[config.mk]
export PLATFORM = sky130hd
export DESIGN_NAME = resp_command_parser_core
export DESIGN_NICKNAME = d
export VERILOG_FILES = /design/src/rtl/resp_cp_pkg.sv /design/src/rtl/resp_command_parser_core.sv
export SDC_FILE = /design/constraint.sdc
export NUM_CORES = 1
export LEC_CHECK = 0
export BUFFER_PORTS_ARGS = -buffer_cell sky130_fd_sc_hd__buf_2
export CORE_UTILIZATION = 30
export CTS_CLUSTER_SIZE = 25
export DETAILED_ROUTE_END_ITERATION = 10
export SLEW_MARGIN = 20
export SYNTH_ARGS = -nofsm -noshare
export SYNTH_HDL_FRONTEND = slang
export SYNTH_SLANG_ARGS = --single-unit
[constraint.sdc]
create_clock -name clk -period 7.65 [get_ports clk]
set_input_delay 0.765 -clock clk [delete_from_list [all_inputs] [get_ports clk]]
set_output_delay 0.765 -clock clk [all_outputs]
set_load 0.01 [all_outputs]
[src/rtl/resp_cp_pkg.sv]
// Package with the shared types and constants of the RESP command parser.
`timescale 1ns / 1ps

package resp_cp_pkg;

  // Width of the count, length and digit accumulators.
  localparam int LEN_BITS = 32;
  localparam int IDX_BITS = 32;

  localparam logic [7:0] CH_STAR   = 8'h2A;
  localparam logic [7:0] CH_DOLLAR = 8'h24;
  localparam logic [7:0] CH_CR     = 8'h0D;
  localparam logic [7:0] CH_LF     = 8'h0A;
  localparam logic [7:0] CH_ZERO   = 8'h30;
  localparam logic [7:0] CH_NINE   = 8'h39;

  typedef enum logic [3:0] {
    PH_STAR    = 4'd0,
    PH_CNT_DIG = 4'd1,
    PH_CNT_LF  = 4'd2,
    PH_DOLLAR  = 4'd3,
    PH_LEN_DIG = 4'd4,
    PH_LEN_LF  = 4'd5,
    PH_PAYLOAD = 4'd6,
    PH_PAY_CR  = 4'd7,
    PH_PAY_LF  = 4'd8,
    PH_HALT    = 4'd9
  } phase_t;

  typedef enum logic [1:0] {
    EV_BYTE  = 2'd0,
    EV_ARG   = 2'd1,
    EV_EMPTY = 2'd2,
    EV_ERROR = 2'd3
  } event_t;

  typedef struct packed {
    event_t               event_res;
    logic [7:0]           data;
    logic [IDX_BITS-1:0]  arg_index;
    logic                 command_done;
  } res_t;

endpackage

[src/rtl/resp_command_parser_core.sv]
// Streaming parser for RESP commands made of an array of bulk strings.
`timescale 1ns / 1ps

// One raw byte is taken per transfer and the parse state is updated as it is taken,
// by a short decision plus a multiply by ten on the digit accumulator, so a new byte
// can be accepted on every clock while the skid buffer is empty. Each byte gives at most
// one result: a payload byte, an argument end (with command_done on the last one), an
// empty command complete, or a protocol error. After an error the parser halts and
// swallows every byte without a result until reset; results already sent for the
// broken command must be discarded downstream. Results go through an output register
// backed by a one-entry skid buffer, so input keeps flowing while a result waits; the
// input is stalled only while the skid buffer is occupied.
module resp_command_parser_core (
  input  logic                              clk,
  input  logic                              rst_n,
  input  logic                              in_valid,
  output logic                              in_stall,
  input  logic [7:0]                        in_byte_req,
  output logic                              out_valid,
  input  logic                              out_stall,
  output logic [1:0]                        out_event_res,
  output logic [7:0]                        out_data,
  output logic [resp_cp_pkg::IDX_BITS-1:0]  out_arg_index,
  output logic                              out_command_done
);

  localparam int LB = resp_cp_pkg::LEN_BITS;
  localparam int IB = resp_cp_pkg::IDX_BITS;

  resp_cp_pkg::phase_t phase_r, phase_nxt;
  logic [LB-1:0] digit_value_r, digit_value_nxt;
  logic          digits_seen_r, digits_seen_nxt;
  logic [LB-1:0] args_left_r, args_left_nxt;
  logic [LB-1:0] payload_left_r, payload_left_nxt;
  logic [LB-1:0] arg_counter_r, arg_counter_nxt;

  resp_cp_pkg::res_t out_r, skid_r, res;
  logic out_valid_r, skid_valid_r;
  logic res_valid;
  logic accept;

  logic              is_digit;
  logic [3:0]        digit;
  logic [LB+3:0]     dv_wide;
  logic              dv_ovf;
  logic              dec_err;
  logic [LB-1:0]     pay_dec;
  logic              last_arg;
  logic [LB+IB-1:0]  idx_ext;
  logic [IB-1:0]     idx;

  assign accept   = in_valid && !in_stall;
  assign in_stall = skid_valid_r;

  assign is_digit = (in_byte_req >= resp_cp_pkg::CH_ZERO) &&
                    (in_byte_req <= resp_cp_pkg::CH_NINE);
  assign digit    = 4'(in_byte_req - resp_cp_pkg::CH_ZERO);
  // value * 10 + digit, kept four bits wider so that overflow shows in the top bits.
  assign dv_wide  = ({4'b0, digit_value_r} << 3) + ({4'b0, digit_value_r} << 1) +
                    (LB + 4)'(digit);
  assign dv_ovf   = |dv_wide[LB+3:LB];
  // A CR closes the field only if some digit came before it.
  assign dec_err  = (in_byte_req == resp_cp_pkg::CH_CR) ? !digits_seen_r
                                                        : (!is_digit || dv_ovf);
  assign pay_dec  = payload_left_r - LB'(1);
  assign last_arg = (args_left_r <= LB'(1));
  assign idx_ext  = {{IB{1'b0}}, arg_counter_r};
  assign idx      = idx_ext[IB-1:0];

  // Next phase.
  always_comb begin
    phase_nxt = phase_r;
    case (phase_r)
      resp_cp_pkg::PH_STAR:
        phase_nxt = (in_byte_req == resp_cp_pkg::CH_STAR) ? resp_cp_pkg::PH_CNT_DIG
                                                          : resp_cp_pkg::PH_HALT;
      resp_cp_pkg::PH_CNT_DIG, resp_cp_pkg::PH_LEN_DIG: begin
        if (dec_err) begin
          phase_nxt = resp_cp_pkg::PH_HALT;
        end else if (in_byte_req == resp_cp_pkg::CH_CR) begin
          phase_nxt = (phase_r == resp_cp_pkg::PH_CNT_DIG) ? resp_cp_pkg::PH_CNT_LF
                                                           : resp_cp_pkg::PH_LEN_LF;
        end
      end
      resp_cp_pkg::PH_CNT_LF: begin
        if (in_byte_req != resp_cp_pkg::CH_LF) begin
          phase_nxt = resp_cp_pkg::PH_HALT;
        end else begin
          phase_nxt = (digit_value_r == '0) ? resp_cp_pkg::PH_STAR
                                            : resp_cp_pkg::PH_DOLLAR;
        end
      end
      resp_cp_pkg::PH_DOLLAR:
        phase_nxt = (in_byte_req == resp_cp_pkg::CH_DOLLAR) ? resp_cp_pkg::PH_LEN_DIG
                                                            : resp_cp_pkg::PH_HALT;
      resp_cp_pkg::PH_LEN_LF: begin
        if (in_byte_req != resp_cp_pkg::CH_LF) begin
          phase_nxt = resp_cp_pkg::PH_HALT;
        end else begin
          phase_nxt = (digit_value_r == '0) ? resp_cp_pkg::PH_PAY_CR
                                            : resp_cp_pkg::PH_PAYLOAD;
        end
      end
      resp_cp_pkg::PH_PAYLOAD:
        phase_nxt = (pay_dec == '0) ? resp_cp_pkg::PH_PAY_CR : resp_cp_pkg::PH_PAYLOAD;
      resp_cp_pkg::PH_PAY_CR:
        phase_nxt = (in_byte_req == resp_cp_pkg::CH_CR) ? resp_cp_pkg::PH_PAY_LF
                                                        : resp_cp_pkg::PH_HALT;
      resp_cp_pkg::PH_PAY_LF: begin
        if (in_byte_req != resp_cp_pkg::CH_LF) begin
          phase_nxt = resp_cp_pkg::PH_HALT;
        end else begin
          phase_nxt = last_arg ? resp_cp_pkg::PH_STAR : resp_cp_pkg::PH_DOLLAR;
        end
      end
      default:
        phase_nxt = resp_cp_pkg::PH_HALT;
    endcase
  end

  // Datapath updates and the result of this byte.
  always_comb begin
    digit_value_nxt  = digit_value_r;
    digits_seen_nxt  = digits_seen_r;
    args_left_nxt    = args_left_r;
    payload_left_nxt = payload_left_r;
    arg_counter_nxt  = arg_counter_r;
    res_valid        = 1'b0;
    res.event_res    = resp_cp_pkg::EV_ERROR;
    res.data         = 8'h00;
    res.arg_index    = idx;
    res.command_done = 1'b0;
    case (phase_r)
      resp_cp_pkg::PH_STAR, resp_cp_pkg::PH_DOLLAR: begin
        digit_value_nxt = '0;
        digits_seen_nxt = 1'b0;
        res_valid       = (phase_nxt == resp_cp_pkg::PH_HALT);
      end
      resp_cp_pkg::PH_CNT_DIG, resp_cp_pkg::PH_LEN_DIG: begin
        res_valid = dec_err;
        if (!dec_err && in_byte_req != resp_cp_pkg::CH_CR) begin
          digit_value_nxt = dv_wide[LB-1:0];
          digits_seen_nxt = 1'b1;
        end
      end
      resp_cp_pkg::PH_CNT_LF: begin
        if (in_byte_req != resp_cp_pkg::CH_LF) begin
          res_valid = 1'b1;
        end else begin
          arg_counter_nxt = '0;
          args_left_nxt   = digit_value_r;
          if (digit_value_r == '0) begin
            res_valid        = 1'b1;
            res.event_res    = resp_cp_pkg::EV_EMPTY;
            res.arg_index    = '0;
            res.command_done = 1'b1;
          end
        end
      end
      resp_cp_pkg::PH_LEN_LF: begin
        if (in_byte_req != resp_cp_pkg::CH_LF) begin
          res_valid = 1'b1;
        end else begin
          payload_left_nxt = digit_value_r;
        end
      end
      resp_cp_pkg::PH_PAYLOAD: begin
        payload_left_nxt = pay_dec;
        res_valid        = 1'b1;
        res.event_res    = resp_cp_pkg::EV_BYTE;
        res.data         = in_byte_req;
      end
      resp_cp_pkg::PH_PAY_CR: begin
        res_valid = (in_byte_req != resp_cp_pkg::CH_CR);
      end
      resp_cp_pkg::PH_PAY_LF: begin
        res_valid = 1'b1;
        if (in_byte_req == resp_cp_pkg::CH_LF) begin
          res.event_res    = resp_cp_pkg::EV_ARG;
          res.command_done = last_arg;
          args_left_nxt    = last_arg ? '0 : args_left_r - LB'(1);
          arg_counter_nxt  = last_arg ? '0 : arg_counter_r + LB'(1);
        end
      end
      default: begin
        res_valid = 1'b0;
      end
    endcase
  end

  always_ff @(posedge clk) begin
    if (!rst_n) begin
      phase_r        <= resp_cp_pkg::PH_STAR;
      digit_value_r  <= '0;
      digits_seen_r  <= 1'b0;
      args_left_r    <= '0;
      payload_left_r <= '0;
      arg_counter_r  <= '0;
    end else if (accept) begin
      phase_r        <= phase_nxt;
      digit_value_r  <= digit_value_nxt;
      digits_seen_r  <= digits_seen_nxt;
      args_left_r    <= args_left_nxt;
      payload_left_r <= payload_left_nxt;
      arg_counter_r  <= arg_counter_nxt;
    end
  end

  // Output register with skid buffer. While the skid entry is full no byte is
  // accepted, so it drains into the output register before any new result.
  always_ff @(posedge clk) begin
    if (!rst_n) begin
      out_valid_r  <= 1'b0;
      skid_valid_r <= 1'b0;
    end else if (!out_valid_r || !out_stall) begin
      if (skid_valid_r) begin
        out_valid_r  <= 1'b1;
        skid_valid_r <= 1'b0;
      end else begin
        out_valid_r <= accept && res_valid;
      end
    end else if (accept && res_valid) begin
      skid_valid_r <= 1'b1;
    end
  end

  always_ff @(posedge clk) begin
    if (!out_valid_r || !out_stall) begin
      out_r <= skid_valid_r ? skid_r : res;
    end else if (accept && res_valid) begin
      skid_r <= res;
    end
  end

  assign out_valid        = out_valid_r;
  assign out_event_res    = out_r.event_res;
  assign out_data         = out_r.data;
  assign out_arg_index    = out_r.arg_index;
  assign out_command_done = out_r.command_done;

  // The halt after an error is sticky.
  a_halt_sticky: assert property (@(posedge clk) disable iff (!rst_n)
    phase_r == resp_cp_pkg::PH_HALT |=> phase_r == resp_cp_pkg::PH_HALT)
    else $error("parser left the halt state");

  // The skid entry is only ever filled behind a held output.
  a_skid_behind_out: assert property (@(posedge clk) disable iff (!rst_n)
    skid_valid_r |-> out_valid_r)
    else $error("skid entry full while output register empty");

  // A payload byte is never taken with no payload left.
  a_payload_nonzero: assert property (@(posedge clk) disable iff (!rst_n)
    phase_r == resp_cp_pkg::PH_PAYLOAD |-> payload_left_r != '0)
    else $error("payload phase with zero bytes left");

  // An error transfer always moves the parser into the halt state.
  a_error_halts: assert property (@(posedge clk) disable iff (!rst_n)
    accept && res_valid && res.event_res == resp_cp_pkg::EV_ERROR
      |=> phase_r == resp_cp_pkg::PH_HALT)
    else $error("error result without halt");

endmodule

==> impl_metrics.toml, run 1 <==
[outcome]
status = "finished clean"

[hold_path]
hp-class = "flop to flop"

[floorplan]
core_area_um2 = 43200
rows = 76
initial_core_util_pct = 30.5
dieWidth_um = 212
die_area_um2 = 44800
ios = 57
die_h_um = 212

[clock_tree]
cts-root-buf = "clkbuf_16"
htreeDepth = 1
clock-sinks = 221
clockBufferDepth = 3
cts_buffers = 25
clkTransAtPathRegs_ns = 0.06
cts_resized = 0
clk_latency_ns = 0.55
cts_tree = "built"
post_cts_buffers = 0
cts_hold_buf = 0

[synth]
synthTopCellsByCount = "214 x nand2_1, 141 x nor2_1, 135 x dfxtp_1"
synthDistinctLibCells = 76
synth-seq-cells = 221
synth-main-ff-cell = "dfxtp_1"
seq_area_frac_synth_pct = 40.1
netlist.area_leader.share_pct = 20.5
synth-edff-count = 86
synthTopCellsByArea = "dfxtp_1 21%, edfxtp_1 20%, ha_1 6.5%"
synthArstFlopShare_pct = 0
yosys_warnings = 0
syn_inst = 1559
netlist_area_um2 = 13200
yosysMostFrequentCell = "nand2_1"
syn_area_per_cell_um2 = 8.45
synth_top_cell_by_area = "dfxtp_1"
syn_nets = 1641

[cells_and_area]
diodes = 0
syn_to_final_growth_pct = 11.8
multi_input_area_um2 = 7390
register_area_um2 = 5290
fillers = 4421
drive_above_1_share_pct = 9.09
layout.cells.non_filler = 2159
final_nets = 1638

[timing]
tightest_slew_ns = 1.05
worst_slew_margin_rel_pct = 30.1
rsz0062_at_grt = "no"
hold_ws_ns = 0.469
final_max_slew_viol_count = 0
max_freq_mhz = 213
hold_viol = 0
setup_violations = 0
finalClockSkew_ns = 0.0186
tns_ns = 0
min_period_ns = 4.70
period_share_pct = 61.4

[placed_design]
place_inst = 2114
place_congestion = 0.916
dp_hpwl_um = 24300
portBuffers = 56

[pwr]
powerDensity_nw_per_um2 = 175
p_leak_uw = 0.00582
peakVddDrop_mv = 0.141

[critical_path]
crit_path_top_delay_cell = "fa_1"
slowest_delay_ns = 0.51
path_class = "flop to flop"
end_kind = "flop"
crit_required_ns = 7.94
cp-start-kind = "flop"
arrival_ns = 4.99
path_max_fanout = 27
crit_chain = "inv_1 > fa_1 > inv_1 > fa_1 > a211oi_1 > o21ai_0 > nand4_1 > a21oi_1 > or3_1 > a2111oi_4 > a21oi_1 > o211ai_1 > nor2_4 > buf_12"

[routing]
drc = 0
wl_um = 35500
via_per_inst = 5.34
ant_nets = 0
vias = 11500
firstDrtPassIters = 6
wl_per_cell_um = 16.4
drt_iter0_markers = 945

[global_routing]
grt_first_pass_wirelength_um = 57600
grt_overflow_total = 0
grt_pass1_vias = 10800
grt_max_degree = 87
antenna_found_initial = 0
grt_util_all_layers_pct = 15.9

[job]
cap_violations = 0
-- metrics by stage --
stage	utilization [%]	instance area [um2]	setup WS [ns]	power (uW)
after floorplan	-	13200	2.06	1330
after global placement	32.1	13900	2.33	1370
after detailed placement	32.2	13900	2.50	1370
after CTS	34.1	14700	2.99	2610
after global routing	34.1	14700	2.62	2670
final	34.1	14700	2.95	2580
-- worst paths after layout --
check,slack [ns],startpoint,cells past startpoint,end
max reg2reg,2.95,digit_value_r[0]$_SDFFE_PN0P_,14,skid_r[28]$_DFFE_PP_
min reg2reg,0.47,args_left_r[16]$_SDFFE_PN0P_,2,args_left_r[16]$_SDFFE_PN0P_
min,0.47,args_left_r[16]$_SDFFE_PN0P_,2,args_left_r[16]$_SDFFE_PN0P_
max,2.95,digit_value_r[0]$_SDFFE_PN0P_,14,skid_r[28]$_DFFE_PP_
-- where the power goes --
part	leakage, uW	total [uW]	switching (uW)	internal [uW]
registers	0.00206	1250	9.11	1240
logic	0.00336	96.6	68.1	28.5
clock network	0.000402	1240	497	743
-- cells in the final DEF, fill, tap and decap left out, types with 6 or more instances in the layout --
cell,count
o31ai_1,34
ha_1,68
nand2_1,213
and2_1,47
xnor2_1,30
and4_1,6
a211oi_1,12
and3_1,16
inv_1,26
clkbuf_16,25
nor4_1,26
a211o_1,8
a22oi_1,11
nor2_1,139
o21a_1,7
nand2b_1,10
nor3_1,48
mux2_2,10
a21o_1,9
or3_1,16
nor2b_1,8
buf_4,11
o21ai_0,98
xor2_1,39
nand3_1,68
o22ai_1,8
dfxtp_1,135
nand4_1,29
a221oi_1,8
o211ai_1,14
edfxtp_1,86
a21oi_1,127
a31oi_1,16
buf_2,56
-- layout make-up --
type / count / area share, %
Sequential cell: 221 / 35.9
Inverter: 28 / 0.713
Tap cell: 585 / 4.97
Clock inverter: 15 / 1.23
Timing Repair Buffer: 68 / 2.60
Clock buffer: 30 / 4.44
Multi-Input combinational cell: 1212 / 50.2
-- logic make-up (layout without fill, tap and decap cells) --
kind of cell / Yosys count / in the layout / share of synthesized area, %
xor gates and xnor gates: 69 / 69 / 4.59
buffers and inverters: 126 / 141 / 4.07
adders and majority gates: 70 / 70 / 6.76
and+or+nand+nor: 662 / 662 / 24.4
muxes: 10 / 10 / 0.855
AOI/OAI and AO/OA: 401 / 401 / 19.2
DFF: 221 / 221 / 40.1
-- routing by layer --
layer	vias up	part of all wire (%)	wire length, um	global-route usage, %
met2	337	44	15600	25.0
met5	-	0	0	0
li1	5690	-	-	-
met3	62	6.8	2410	2.61
met1	5434	46	16500	21.9
met4	0	2.9	1030	5.37
-- registers in the layout (all words and copies together) (netlist names) --
name              flops
out_data              8
digits_seen_r         1
args_left_r          32
skid_r               43
in_stall              1
phase_r               4
arg_counter_r        32
out_command_done      1
payload_left_r       32
digit_value_r        32
out_valid             1
out_arg_index        32
out_event_res         2
-- worst max-delay path: cells and delay by family, from the launching register on --
kind | cells | cell delay [ns]
AND/OR/NAND/NOR | 3 | 0.73
flip-flops | 1 | 0.44
buffers and inverters | 3 | 0.39
AO/OA/AOI/OAI | 6 | 1.86
adder cells (fa/ha/maj) | 2 | 0.99
Power figures use the tool's default switching activity.
==> run 2, diff against run 1 <==
--- a/config.mk
+++ b/config.mk
@@ -5,6 +5,7 @@
 export SDC_FILE = /design/constraint.sdc
 export NUM_CORES = 1
 export LEC_CHECK = 0
+export ABC_AREA = 1
 export BUFFER_PORTS_ARGS = -buffer_cell sky130_fd_sc_hd__buf_2
 export CORE_UTILIZATION = 30
 export CTS_CLUSTER_SIZE = 25
==> constraint.sdc (replaced) <==
create_clock -name clk -period 3.9 [get_ports clk]
set_input_delay 0.39 -clock clk [delete_from_list [all_inputs] [get_ports clk]]
set_output_delay 0.39 -clock clk [all_outputs]
set_load 0.01 [all_outputs]
==> run 2 against run 1 <==
Count of clock-buffer cells in the layout increased by 1. Sequential power up 98%. Critical path type unchanged. First-iteration DRC count fell by 5.5%. Power increased by 110%. Register-to-register slack lost 2.5 ns. Die area up 5.5%. Clock power is 100% higher. Utilization up 0.44 points.
==> impl_metrics.toml, run 2 <==
[synth]
synthDistinctLibCells = 54
synth-seq-cells = 221
synth-edff-count = 86
synth-main-ff-cell = "dfxtp_1"
yosysMostFrequentCell = "nand2_1"
yosys_warnings = 0
syn_inst = 1928
synth_top_cell_by_area = "dfxtp_1"
netlist_area_um2 = 13900
syn_nets = 2010
netlist.area_leader.share_pct = 19.4
syn_area_per_cell_um2 = 7.22
synthTopCellsByArea = "dfxtp_1 19%, edfxtp_1 19%, nand2_1 13%"
synthTopCellsByCount = "477 x nand2_1, 232 x inv_1, 202 x nor2_1"
synthArstFlopShare_pct = 0
seq_area_frac_synth_pct = 38.0

[critical_path]
critPathLaunch = "digit_value_r[0]$_SDFFE_PN0P_"
path_max_fanout = 43
path_class = "flop to flop"
crit_path_top_delay_cell = "fa_1"
end_kind = "flop"
slowest_delay_ns = 0.52
rr_startpoint = "digit_value_r[0]$_SDFFE_PN0P_"
crit_required_ns = 4.14
arrival_ns = 3.72
cp_common_cell = "nand2_1"
crit_chain = "inv_1 > fa_1 > inv_1 > fa_1 > nand2_1 > nand2_1 > nand3b_1 > nand2_1 > nand2_1 > nand2_2 > nand2_1 > nand3_1 > nand2_1 > nor2_2 > nand2_4 > nand2_1 > nand3_1 > nand2_1 > nor2_4 > buf_12"
cp-start-kind = "flop"

[cells_and_area]
drive_above_1_share_pct = 9.46
mostFrequentLayoutCells = "476 x nand2_1, 232 x inv_1, 200 x nor2_1, 152 x a21oi_1, 134 x dfxtp_1"
final_nets = 2061
final_common_cell = "nand2_1"
utilization_pct = 34.6
fillers = 4873
diodes = 0
syn_to_final_growth_pct = 13.3
regMostFlops = "skid_r"
largest_reg_flops = 43

[pwr]
switchingPower_uw = 1300
p_leak_uw = 0.00735
power.sequential.fraction_pct = 46.3
power.internal_uw = 4050
p_comb_share_pct = 7.4
powerDensity_nw_per_um2 = 339
clkPwrFrac_pct = 46.4
peakVddDrop_mv = 0.298
p_sw_share_pct = 24.3

[routing]
via_per_inst = 4.96
wl_met2_um = 18300
vias = 12900
drc = 0
firstDrtPassIters = 5
ant_nets = 0
wl_per_cell_um = 15.6
drt_iter0_markers = 893
dr.max_layer_used = "met4"
route.met3.wl_um = 2020
met1_length_um = 18900
wl_um = 40600

[clock_tree]
htreeDepth = 1
clk_latency_ns = 0.56
cts_hold_buf = 0
clockBufferDepth = 3
cts_buffers = 25
clock-sinks = 221
cts-root-buf = "clkbuf_16"
post_cts_buffers = 0
cts_resized = 0
cts_tree = "built"
clkTransAtPathRegs_ns = 0.06

[global_routing]
grt_first_pass_wirelength_um = 65000
grt_pass1_vias = 12200
grt_util_all_layers_pct = 17.1
grt_max_degree = 78
grt_overflow_total = 0
antenna_found_initial = 0

[placed_design]
place_congestion = 0.900
portBuffers = 56
dp_worst_setup_slack_ns = 0.251
dp_hpwl_um = 29600

[floorplan]
die_h_um = 217
die_area_um2 = 47200
initial_core_util_pct = 30.5
ios = 57
dieWidth_um = 217
core_area_um2 = 45600
rows = 78

[hold_path]
min-delay-start = "in_byte_req[7]"
hp-class = "input port to flop"

[timing]
setup_violations = 0
tightest_slew_ns = 0.747
rsz0062_at_grt = "no"
hold_ws_ns = 0.220
period_share_pct = 89.2
tns_ns = 0
worst_slew_margin_rel_pct = 50.1
final_max_slew_viol_count = 0
max_freq_mhz = 287
setup_slack_ns = 0.420
min_period_ns = 3.48
hold_viol = 0
finalClockSkew_ns = 0.0151

[job]
cap_violations = 0

[outcome]
status = "finished clean"
## run 2: changes by cell type in the layout (fill, tap and decap cells not counted), moves of 16 or more
cell / previous run / this run
nor2_1: 139 / 200
nand4_1: 29 / 62
nand3_1: 68 / 94
or3_1: 16 / 0
a21oi_1: 127 / 152
o31ai_1: 34 / 4
and2_1: 47 / 1
buf_4: 11 / 30
inv_1: 26 / 232
nand2_1: 213 / 476
## run 2: path summary, 6_finish.rpt
| kind | cells after the start | slack (ns) | to |
|---|---|---|---|
| setup reg to reg | 20 | 0.42 | skid_r[28]$_DFFE_PP_ |
| setup / recovery | 20 | 0.42 | skid_r[28]$_DFFE_PP_ |
| hold reg to reg | 2 | 0.47 | arg_counter_r[31]$_SDFFE_PN0P_ |
| hold / removal | 3 | 0.22 | skid_r[40]$_DFFE_PP_ |
## run 2: layout make-up
class / instances / area (um2) / area share (%)
tap: 600 / 751 / 4.76
clock buffer: 31 / 668 / 4.24
timing repair buffer: 87 / 526 / 3.33
inverter: 242 / 911 / 5.78
sequential: 221 / 5290 / 33.5
clock inverter: 14 / 185 / 1.18
multi-input combinational: 1402 / 7430 / 47.2
## run 2: layer usage
layer	global-route usage, %	up-vias
li1	-	6522
met1	23.0	5990
met2	27.8	302
met3	2.53	75
met4	5.96	0
met5	0	-
## run 2: critical path, delay by kind of cell (launching register included)
kind	cells	cell delay, ns
and+or+nand+nor	15	1.34
adders and majority gates	2	0.96
buffers and inverters	3	0.44
DFF	1	0.38
## run 2: logic make-up after synthesis
| group | count (synthesis) | share of synthesized area (%) |
|---|---|---|
| and+or+nand+nor | 946 | 29.9 |
| adders and majority gates | 70 | 6.40 |
| buffers and inverters | 305 | 8.68 |
| AOI/OAI and AO/OA | 320 | 12.9 |
| DFF | 221 | 38.0 |
| xor gates and xnor gates | 65 | 4.09 |
| muxes | 1 | 0.0720 |
## run 2: stage by stage
step	cells	power (uW)	area, um2
2_1_floorplan	1928	2800	13900
3_3_place_gp	2552	2910	14900
6_report	2597	5350	15800
4_1_cts	2597	5390	15800
5_1_grt	2597	5530	15800
3_5_place_dp	2552	2920	14900
## run 2: power by group through the flow
| stage | logic [uW] | clock network [uW] | registers, uW |
|---|---|---|---|
| 2_1_floorplan | 248 | 0 | 2550 |
| 3_3_place_gp | 389 | 0 | 2530 |
| 3_5_place_dp | 392 | 0 | 2530 |
| 4_1_cts | 393 | 2520 | 2480 |
| 5_1_grt | 436 | 2610 | 2480 |
| 6_report | 393 | 2480 | 2480 |
==> run 3, diff against run 2 <==
==> constraint.sdc (replaced) <==
create_clock -name clk -period 3.9 [get_ports clk]
set_input_delay 0.585 -clock clk [delete_from_list [all_inputs] [get_ports clk]]
set_output_delay 0.585 -clock clk [all_outputs]
set_load 0.01 [all_outputs]
==> run 3 against run 2 <==
Global-route usage is 0.081 points higher. Clock skew shrank 0.0021 ns. Register-to-register slack got worse by 0.03 ns. Non-clock buffer count rose by 11. Critical path type unchanged. Critical endpoint is now skid_r[27]$_DFFE_PP_. Cell count is 0.46% higher. Count of clock-buffer cells in the layout up 4.
==> impl_metrics.toml, run 3 (synthesized netlist as in run 2, its figures left out) <==
[pwr]
power.sequential.fraction_pct = 45.1
p_leak_uw = 0.00744
p_comb_share_pct = 7.1
p_sw_share_pct = 23.8
clkPwrFrac_pct = 47.8
peakVddDrop_mv = 0.323
switchingPower_uw = 1300
powerDensity_nw_per_um2 = 345
power.internal_uw = 4180

[clock_tree]
post_cts_buffers = 0
cts_hold_buf = 0
cts_resized = 0
clockBufferDepth = 3
clock-sinks = 221
cts_buffers = 25
cts_tree = "built"
htreeDepth = 1
clkTransAtPathRegs_ns = 0.06
clk_latency_ns = 0.56
cts-root-buf = "clkbuf_16"

[critical_path]
crit_chain = "inv_1 > fa_1 > inv_1 > fa_1 > nand2_1 > nand2_1 > nand3b_1 > nand2_1 > nand2_1 > nand2_2 > nand2_1 > nand3_1 > nand2_1 > nor2_2 > nand2_4 > nand2_1 > nand3_1 > nand2_1 > nor2_4 > buf_12"
slowest_delay_ns = 0.53
crit_required_ns = 4.14
path_class = "flop to flop"
cp-start-kind = "flop"
path_buf_inv = 3
cp_common_cell = "nand2_1"
path_max_fanout = 43
crit_path_top_delay_cell = "fa_1"
arrival_ns = 3.75
critPathTopFamily = "simple AND/OR/NAND/NOR gates"
end_kind = "flop"

[routing]
drc = 0
wl_per_cell_um = 15.6
wl_um = 40700
ant_nets = 0
drt_iter0_markers = 1274
via_per_inst = 4.95
vias = 12900
firstDrtPassIters = 5

[floorplan]
dieWidth_um = 217
core_area_um2 = 45600
die_h_um = 217
ios = 57
initial_core_util_pct = 30.5
die_area_um2 = 47200
rows = 78

[timing]
setup_violations = 0
hold_ws_ns = 0.408
min_period_ns = 3.51
final_max_slew_viol_count = 0
tightest_slew_ns = 0.801
hold_viol = 0
period_share_pct = 90.0
tns_ns = 0
finalClockSkew_ns = 0.0130
rsz0062_at_grt = "no"
worst_slew_margin_rel_pct = 46.2
max_freq_mhz = 285
setup_slack_ns = 0.391

[cells_and_area]
regMostFlops = "skid_r"
syn_to_final_growth_pct = 14.4
final_nets = 2072
mostFrequentLayoutCells = "476 x nand2_1, 232 x inv_1, 200 x nor2_1, 152 x a21oi_1, 134 x dfxtp_1"
largest_reg_flops = 43
postLayoutCellArea_um2 = 15900
drive_above_1_share_pct = 10.1
final_common_cell = "nand2_1"
diodes = 0

[placed_design]
place_congestion = 0.915
dp_worst_setup_slack_ns = 0.114
portBuffers = 56
dpl-instance-area_um2 = 15000
dp_hpwl_um = 30300

[global_routing]
antenna_found_initial = 0
grt_max_degree = 78
grt_pass1_vias = 12200
grt_first_pass_wirelength_um = 65500
grt_overflow_total = 0
grt_util_all_layers_pct = 17.2

[hold_path]
hp-class = "input port to flop"

[outcome]
status = "finished clean"

[job]
cap_violations = 0
## run 3: cell count changes in the layout (fill, tap and decap cells not counted), sizes merged
cell and change:
buf +11, bufinv +1, clkbuf +4, clkinv -4
## run 3: metrics by stage
| stage | std cells | power, uW | util [%] |
|---|---|---|---|
| detailed placement | 2563 | 2920 | 32.9 |
| CTS | 2609 | 5530 | 34.9 |
| floorplan | 1928 | 2800 | - |
| finish | 2609 | 5490 | 34.9 |
| global route | 2609 | 5660 | 34.9 |
| global placement | 2563 | 2910 | 32.9 |
## run 3: layer usage
metal	global-route usage [%]	part of all wire, %
met5	0	0
met4	4.01	2.3
met3	2.47	5.3
met2	28.4	45
met1	23.5	47
## run 3: layout make-up
class                   count  area [um2]
clock buffers              35         713
clock inverters            11         204
fillers                  4865       29700
inverters                 242         911
multi-input cells        1402        7430
flip-flops and latches    221        5290
well taps                 600         751
repair buffers             98         621
## run 3: power groups by stage
stage	combinational, uW	clock, uW	sequential [uW]
3_3_place_gp	389	0	2530
5_1_grt	434	2750	2480
2_1_floorplan	248	0	2550
3_5_place_dp	389	0	2530
4_1_cts	391	2660	2480
6_report	391	2620	2480
## run 3: final timing paths
check / to / slack [ns] / startpoint / depth (start not counted)
worst min-delay path: in_stall$_SDFFE_PP0P_ / 0.41 / rst_n / 3
worst max register to register: skid_r[27]$_DFFE_PP_ / 0.39 / digit_value_r[0]$_SDFFE_PN0P_ / 20
worst max-delay path: skid_r[27]$_DFFE_PP_ / 0.39 / digit_value_r[0]$_SDFFE_PN0P_ / 20
worst min register to register: arg_counter_r[31]$_SDFFE_PN0P_ / 0.47 / arg_counter_r[31]$_SDFFE_PN0P_ / 2
## run 3: worst register-to-register path: stages (launching register included)
cell      delay (ns)
dfxtp_1         0.39
inv_1           0.15
fa_1            0.53
inv_1           0.07
fa_1            0.45
nand2_1         0.07
nand2_1         0.08
nand3b_1        0.09
nand2_1         0.07
nand2_1         0.08
nand2_2         0.09
nand2_1         0.09
nand3_1         0.07
nand2_1         0.11
nor2_2          0.05
nand2_4         0.10
nand2_1         0.08
nand3_1         0.07
nand2_1         0.11
nor2_4          0.14
buf_12          0.24
